`src/hdl/btc_pkg.sv`:
```
package btc_pkg;

    // Default build parameters
    localparam int FONT_HEIGHT_DEF = 16;
    localparam int GLYPH_COUNT_DEF = 256;

    // Field widths
    localparam int MODE_W    = 3;
    localparam int CHAR_W    = 8;
    localparam int WIDX_W    = 13;
    localparam int DATA_W    = 32;
    localparam int COL_W     = 9;
    localparam int ROW_W     = 8;
    localparam int PIXX_W    = 13;
    localparam int PIXY_W    = 14;
    localparam int FONT_W    = 8;
    localparam int COLS_W    = 10;
    localparam int ROWS_W    = 9;
    localparam int CFG_IDX_W = 3;

    // Palette
    localparam int PALETTE_SIZE = 5;
    localparam int PAL_IW       = 3;
    localparam logic [DATA_W-1:0] PALETTE_RESET [PALETTE_SIZE] = '{
        32'h00FF_FFFF, 32'h0091_1900, 32'h00E1_E100, 32'h000A_800A, 32'h0000_0000
    };
    localparam logic [DATA_W-1:0] FORE_RESET = 32'h00FF_FFFF;

    // Item modes
    typedef logic [MODE_W-1:0] t_mode;
    localparam t_mode MODE_CHAR    = 3'd0;
    localparam t_mode MODE_FONT    = 3'd1;
    localparam t_mode MODE_PALETTE = 3'd2;
    localparam t_mode MODE_CURSOR  = 3'd3;
    localparam t_mode MODE_FORE    = 3'd4;

    // Register indexes
    typedef logic [CFG_IDX_W-1:0] t_cfg_idx;
    localparam t_cfg_idx REG_TEXT_COLUMNS = 3'd0;
    localparam t_cfg_idx REG_TEXT_ROWS    = 3'd1;
    localparam t_cfg_idx REG_COL_OFFSET   = 3'd2;
    localparam t_cfg_idx REG_ROW_OFFSET   = 3'd3;
    localparam t_cfg_idx REG_BACK_COLOR   = 3'd4;

    localparam logic [COLS_W-1:0] TEXT_COLUMNS_RESET = 10'd128;
    localparam logic [ROWS_W-1:0] TEXT_ROWS_RESET    = 9'd48;

    // Character codes
    localparam logic [CHAR_W-1:0] CH_AT   = 8'h40;
    localparam logic [CHAR_W-1:0] CH_ZERO = 8'h30;
    localparam logic [CHAR_W-1:0] CH_FOUR = 8'h34;
    localparam logic [CHAR_W-1:0] CH_NL   = 8'h0A;

    typedef struct packed {
        logic [MODE_W-1:0] mode;
        logic [CHAR_W-1:0] char_code;
        logic              string_end;
        logic [WIDX_W-1:0] write_index;
        logic [DATA_W-1:0] write_data;
        logic [COL_W-1:0]  set_column;
        logic [ROW_W-1:0]  set_row;
    } t_in_item;

    typedef struct packed {
        logic [PIXX_W-1:0] pixel_x;
        logic [PIXY_W-1:0] pixel_y;
        logic [FONT_W-1:0] row_bits;
        logic [DATA_W-1:0] fore_color;
        logic [DATA_W-1:0] back_color;
        logic              last_row;
    } t_out_item;

    // Controller to datapath
    typedef struct packed {
        logic latch;
        logic exec;
        logic read;
        logic load;
        logic y_clr;
        logic y_inc;
        logic cur_step;
        logic slot_b;
    } t_cmd;

    // Datapath to controller
    typedef struct packed {
        logic is_char;
        logic cur_has;
        logic cur_nl;
        logic has_b;
        logic y_last;
        logic out_free;
    } t_stat;

endpackage

```
`src/hdl/btc_controller.sv`:
```
module btc_controller (
    input  logic           i_clk,
    input  logic           i_rst_n,
    input  logic           i_in_valid,
    output logic           o_in_ready,
    input  btc_pkg::t_stat i_stat,
    output btc_pkg::t_cmd  o_cmd
);
    import btc_pkg::*;

    typedef enum logic [1:0] {
        S_IDLE,
        S_EXEC,
        S_PUT,
        S_ROW
    } t_state;

    t_state r_state;
    t_state n_state;
    logic   r_slot;
    logic   n_slot;
    t_cmd   cmd;

    // Next state and commands
    always_comb begin
        n_state    = r_state;
        n_slot     = r_slot;
        cmd        = '0;
        cmd.slot_b = r_slot;
        unique case (r_state)
            S_IDLE: begin
                if (i_in_valid) begin
                    cmd.latch = 1'b1;
                    n_state   = S_EXEC;
                end
            end
            S_EXEC: begin
                cmd.exec  = 1'b1;
                cmd.y_clr = 1'b1;
                n_slot    = 1'b0;
                n_state   = i_stat.is_char ? S_PUT : S_IDLE;
            end
            S_PUT: begin
                priority if (!i_stat.cur_has) begin
                    n_state = S_IDLE;
                end else if (i_stat.cur_nl) begin
                    // newline moves the cursor and draws nothing
                    cmd.cur_step = 1'b1;
                    if (!r_slot && i_stat.has_b) begin
                        n_slot = 1'b1;
                    end else begin
                        n_state = S_IDLE;
                    end
                end else begin
                    cmd.read = 1'b1;
                    n_state  = S_ROW;
                end
            end
            S_ROW: begin
                // row data sits in the font RAM register until the output stage frees
                if (i_stat.out_free) begin
                    cmd.load = 1'b1;
                    if (i_stat.y_last) begin
                        cmd.cur_step = 1'b1;
                        cmd.y_clr    = 1'b1;
                        if (!r_slot && i_stat.has_b) begin
                            n_slot  = 1'b1;
                            n_state = S_PUT;
                        end else begin
                            n_state = S_IDLE;
                        end
                    end else begin
                        cmd.y_inc = 1'b1;
                        cmd.read  = 1'b1;
                    end
                end
            end
            default: n_state = S_IDLE;
        endcase
    end

    // State and slot register
    always_ff @(posedge i_clk) begin
        if (!i_rst_n) begin
            r_state <= S_IDLE;
            r_slot  <= 1'b0;
        end else begin
            r_state <= n_state;
            r_slot  <= n_slot;
        end
    end

    assign o_in_ready = (r_state == S_IDLE);
    assign o_cmd      = cmd;

    // A row is loaded only into a free output stage
    a_load_free: assert property (@(posedge i_clk) disable iff (!i_rst_n)
        cmd.load |-> i_stat.out_free)
        else $error("row loaded into a busy output stage");

    // A new read while rows are in flight would overwrite unloaded data
    a_read_with_load: assert property (@(posedge i_clk) disable iff (!i_rst_n)
        (cmd.read && (r_state == S_ROW)) |-> cmd.load)
        else $error("font read overwrote a pending row");

    // Newlines never touch the font memory
    a_no_nl_read: assert property (@(posedge i_clk) disable iff (!i_rst_n)
        cmd.read |-> !i_stat.cur_nl)
        else $error("font read for a newline");

    // An accepted transaction is executed in the next cycle
    a_latch_exec: assert property (@(posedge i_clk) disable iff (!i_rst_n)
        cmd.latch |=> cmd.exec)
        else $error("accepted transaction not executed");
endmodule

```
`config.mk`:
```
export PLATFORM = sky130hd
export DESIGN_NAME = btc_controller
export DESIGN_NICKNAME = d
export VERILOG_FILES = /design/src/hdl/btc_pkg.sv /design/src/hdl/btc_controller.sv
export SDC_FILE = /design/constraint.sdc
export NUM_CORES = 1
export LEC_CHECK = 0
export BUFFER_PORTS_ARGS = -buffer_cell sky130_fd_sc_hd__buf_4
export CAP_MARGIN = 20
export CORE_AREA = 2 2 39 41
export DETAILED_ROUTE_END_ITERATION = 7
export DIE_AREA = 0 0 41 43
export HOLD_SLACK_MARGIN = 0.08
export MAX_ROUTING_LAYER = met4
export PLACE_DENSITY_LB_ADDON = 0.12
export SKIP_LAST_GASP = 1
export SYNTH_ARGS = -nofsm -noshare
export SYNTH_HDL_FRONTEND = slang
export SYNTH_SLANG_ARGS = --single-unit
```
`constraint.sdc`:
```
create_clock -name i_clk -period 1.3 [get_ports i_clk]
set_input_delay 0.195 -clock i_clk [delete_from_list [all_inputs] [get_ports i_clk]]
set_output_delay 0.195 -clock i_clk [all_outputs]
set_load 0.005 [all_outputs]
```
==> impl_results.md <==
* CTS Buf Count at 3
* Cts hold-fix bufs at 0
* DRT Pass-1 Iters at 2
* Syn Area/Cell at approximately 8 µm²
* Yosys cell types at 24
* Layout Cells excl Fill at 74
* H-tree levels at 1
* I/O pins at 18
* Core ar. at 1380 µm²
* Syn_nets at 44
* Mapped Area at roughly 280 µm²
* Leakage power at about 0.00024 µW
* Share of cells above drive strength 1 at ~62%
* Buffer and inverter count on the worst path at 1
* CP Cell Sequence: and3_4, a21o_2, buf_4
* Critical Path Fanout Max at 3
* Setup Viol. Count Final at 0
* Antenna Nets Post-Route at 0
* Layout net count at 68
* Final worst slack at 0.0465 ns
* Total Routing Usage GR at around 10%
* Residual DRC count at 0
* Final wirelength at roughly 760 µm
* Hold WS at about 0.2 ns
* Post-DP HPWL at roughly 540 µm
* Largest net degree at the start of global routing at 7
* IO Port Bufs at 17
* CP Capture Type: output port
* Delay-heaviest family, CP: flip-flops
* Crit path largest cell delay at around 0.35 ns
* Drt initial violations at 3
* Period utilization at a little over nine tenths
* CTS max path bufs at 2
* Setup TNS at 0 ns
* Number of global-route vias before repair at 308
* FP Rows at 14
* Initial antenna violation count at 0
* Status: finished, final reports clean
* Fmax at about 0.80 GHz
* Max Cap Violations at 0
* Routability Congestion at between 0.6 and 0.7
* Drt wl/cell at roughly 10 µm
* Crit path time final at approximately 1.3 ns
* CP required at 1.11 ns
* Design area at between 500 and 600 µm²
* Fin. Hold Viols at 0
* Starting Density at between 10% and 20%
* Pre-CTS setup slack at between 0.1 and 0.15 ns
* Slew HR at around 89%
* Synth Warn # at 0
* Placed instance count at between 60 and 70
* Die width at between 40 and 50 µm
* Hold WC Path Type: in2reg
* Count of pins over their slew limit at 0
* Root buffer cell: clkbuf_4
* Slew @ Worst Pin at between 0.15 and 0.2 ns
* RSZ-0062 raised after global routing: true
* Post-synthesis register bit count at 3
* GRT overflow at 0
* Global-route wire length before repair at about 1.2 mm
* Post-DP Area at about 400 µm²
* Worst-Skew Late Latency at 0.23 ns
* Seq/Total Area, Yosys at 21.8%
* Clock Sinks at 3
* CTS tree: done
* Clock Skews at about 0.0016 ns
* Startpoint types: flop
* Via Count at 327
* Power per cell area at about 750 nW/µm²
* Worst vdd ir at about 0.31 mV
* Die Area at roughly 1800 µm²
* Worst-path clk slew at 0.04 ns
* Vias per cell at 4.42
* Cell count after synthesis at 35
* Worst Path Arrival at between 1 and 1.5 ns
* Die Y at ~43 µm
* Area grow syn2layout at 81.8%
* CP max stage cell: dfxtp_4
* CP Class: reg2out
* Number of diodes at 0
routing by layer:
layer	GRT usage, %	part of all wire [%]	vias up
met5	-	0	-
met1	11.8	41	149
li1	-	-	167
met3	3.14	6.7	0
met2	16.3	52	11
met4	4.00	0	0
where the power goes:
group | internal, µW | leakage [µW] | total, µW | switching (µW)
registers | 95.6 | 0.0000259 | 102 | 6.53
clock network | 115 | 0.0000150 | 162 | 47.1
logic | 68.3 | 0.000197 | 109 | 40.5
total | 279 | 0.000237 | 373 | 94.2
flip-flops by register name (all words and copies together), names as in the netlist:
name / flops
r_slot: 1
r_state: 2
cells by family (layout without fill, tap and decap cells):
logic type	count (synthesis)	count (layout)	synth area share (%)
buffers and inverters	4	27	9.55
flip-flops	3	3	21.8
multiplexers	1	1	4.09
AND/OR/NAND/NOR	17	17	37.3
AO/OA/AOI/OAI	10	10	27.3
final timing paths:
kind	end	slack, ns	cells past startpoint	startpoint
hold / removal	r_state[0]	0.20	2	i_rst_n
hold reg to reg	r_slot	0.47	2	r_slot
setup / recovery	o_cmd[3]	0.05	3	r_state[1]
setup reg to reg	r_state[1]	0.11	5	r_state[1]
synthesized netlist by cell type:
cell       number  share of area (%)
dfxtp_1         3                 22
nand2_1         3                4.1
o21ai_0         3                5.5
a21oi_1         2                3.6
and2_1          2                4.5
inv_1           2                2.7
nor2_1          2                2.7
o31a_1          2                6.4
a21o_2          1                3.2
and2_2          1                2.7
and2_4          1                3.2
and3_1          1                2.3
and3_2          1                2.7
buf_4           1                2.7
buf_6           1                4.1
mux2_2          1                4.1
nand3_1         1                1.8
nand3b_1        1                2.7
nor2_2          1                2.3
nor2b_1         1                2.3
nor2b_2         1                3.2
o2bb2ai_2       1                5.5
o32ai_1         1                3.2
or2b_1          1                2.7
cell usage in the layout, fill, tap and decap left out, types with 2 or more instances in the layout:
cell / instances
clkbuf_4: 3
dfxtp_4: 2
buf_4: 19
inv_1: 2
and2_1: 2
o21ai_0: 2
nand2_1: 3
a21oi_1: 2
o31a_1: 2
nor2_1: 2
buf_6: 2
layout make-up:
type / instances / area, µm²
Clock buffer: 4 / 26.3
Fill cell: 161 / 883
Inverter: 2 / 7.51
Multi-Input combinational cell: 28 / 214
Sequential cell: 3 / 67.6
Tap cell: 16 / 20.0
Timing Repair Buffer: 21 / 165
metrics by stage:
| stage | total power (µW) | util (%) |
|---|---|---|
| final | 373 | 36.2 |
| after global routing | 409 | 36.2 |
| after detailed placement | 191 | 29.2 |
| after global placement | 192 | 29.2 |
| after floorplan | 146 | - |
| after CTS | 371 | 34.1 |
what timing repair did:
action / 4_1_cts / 5_1_grt
buffers inserted: 4 / 0
setup endpoints to repair: 7 / 4
resized for setup: 8 / 6
pin swaps: 1 / 6
Note: power is estimated with default switching activity, not from simulation.
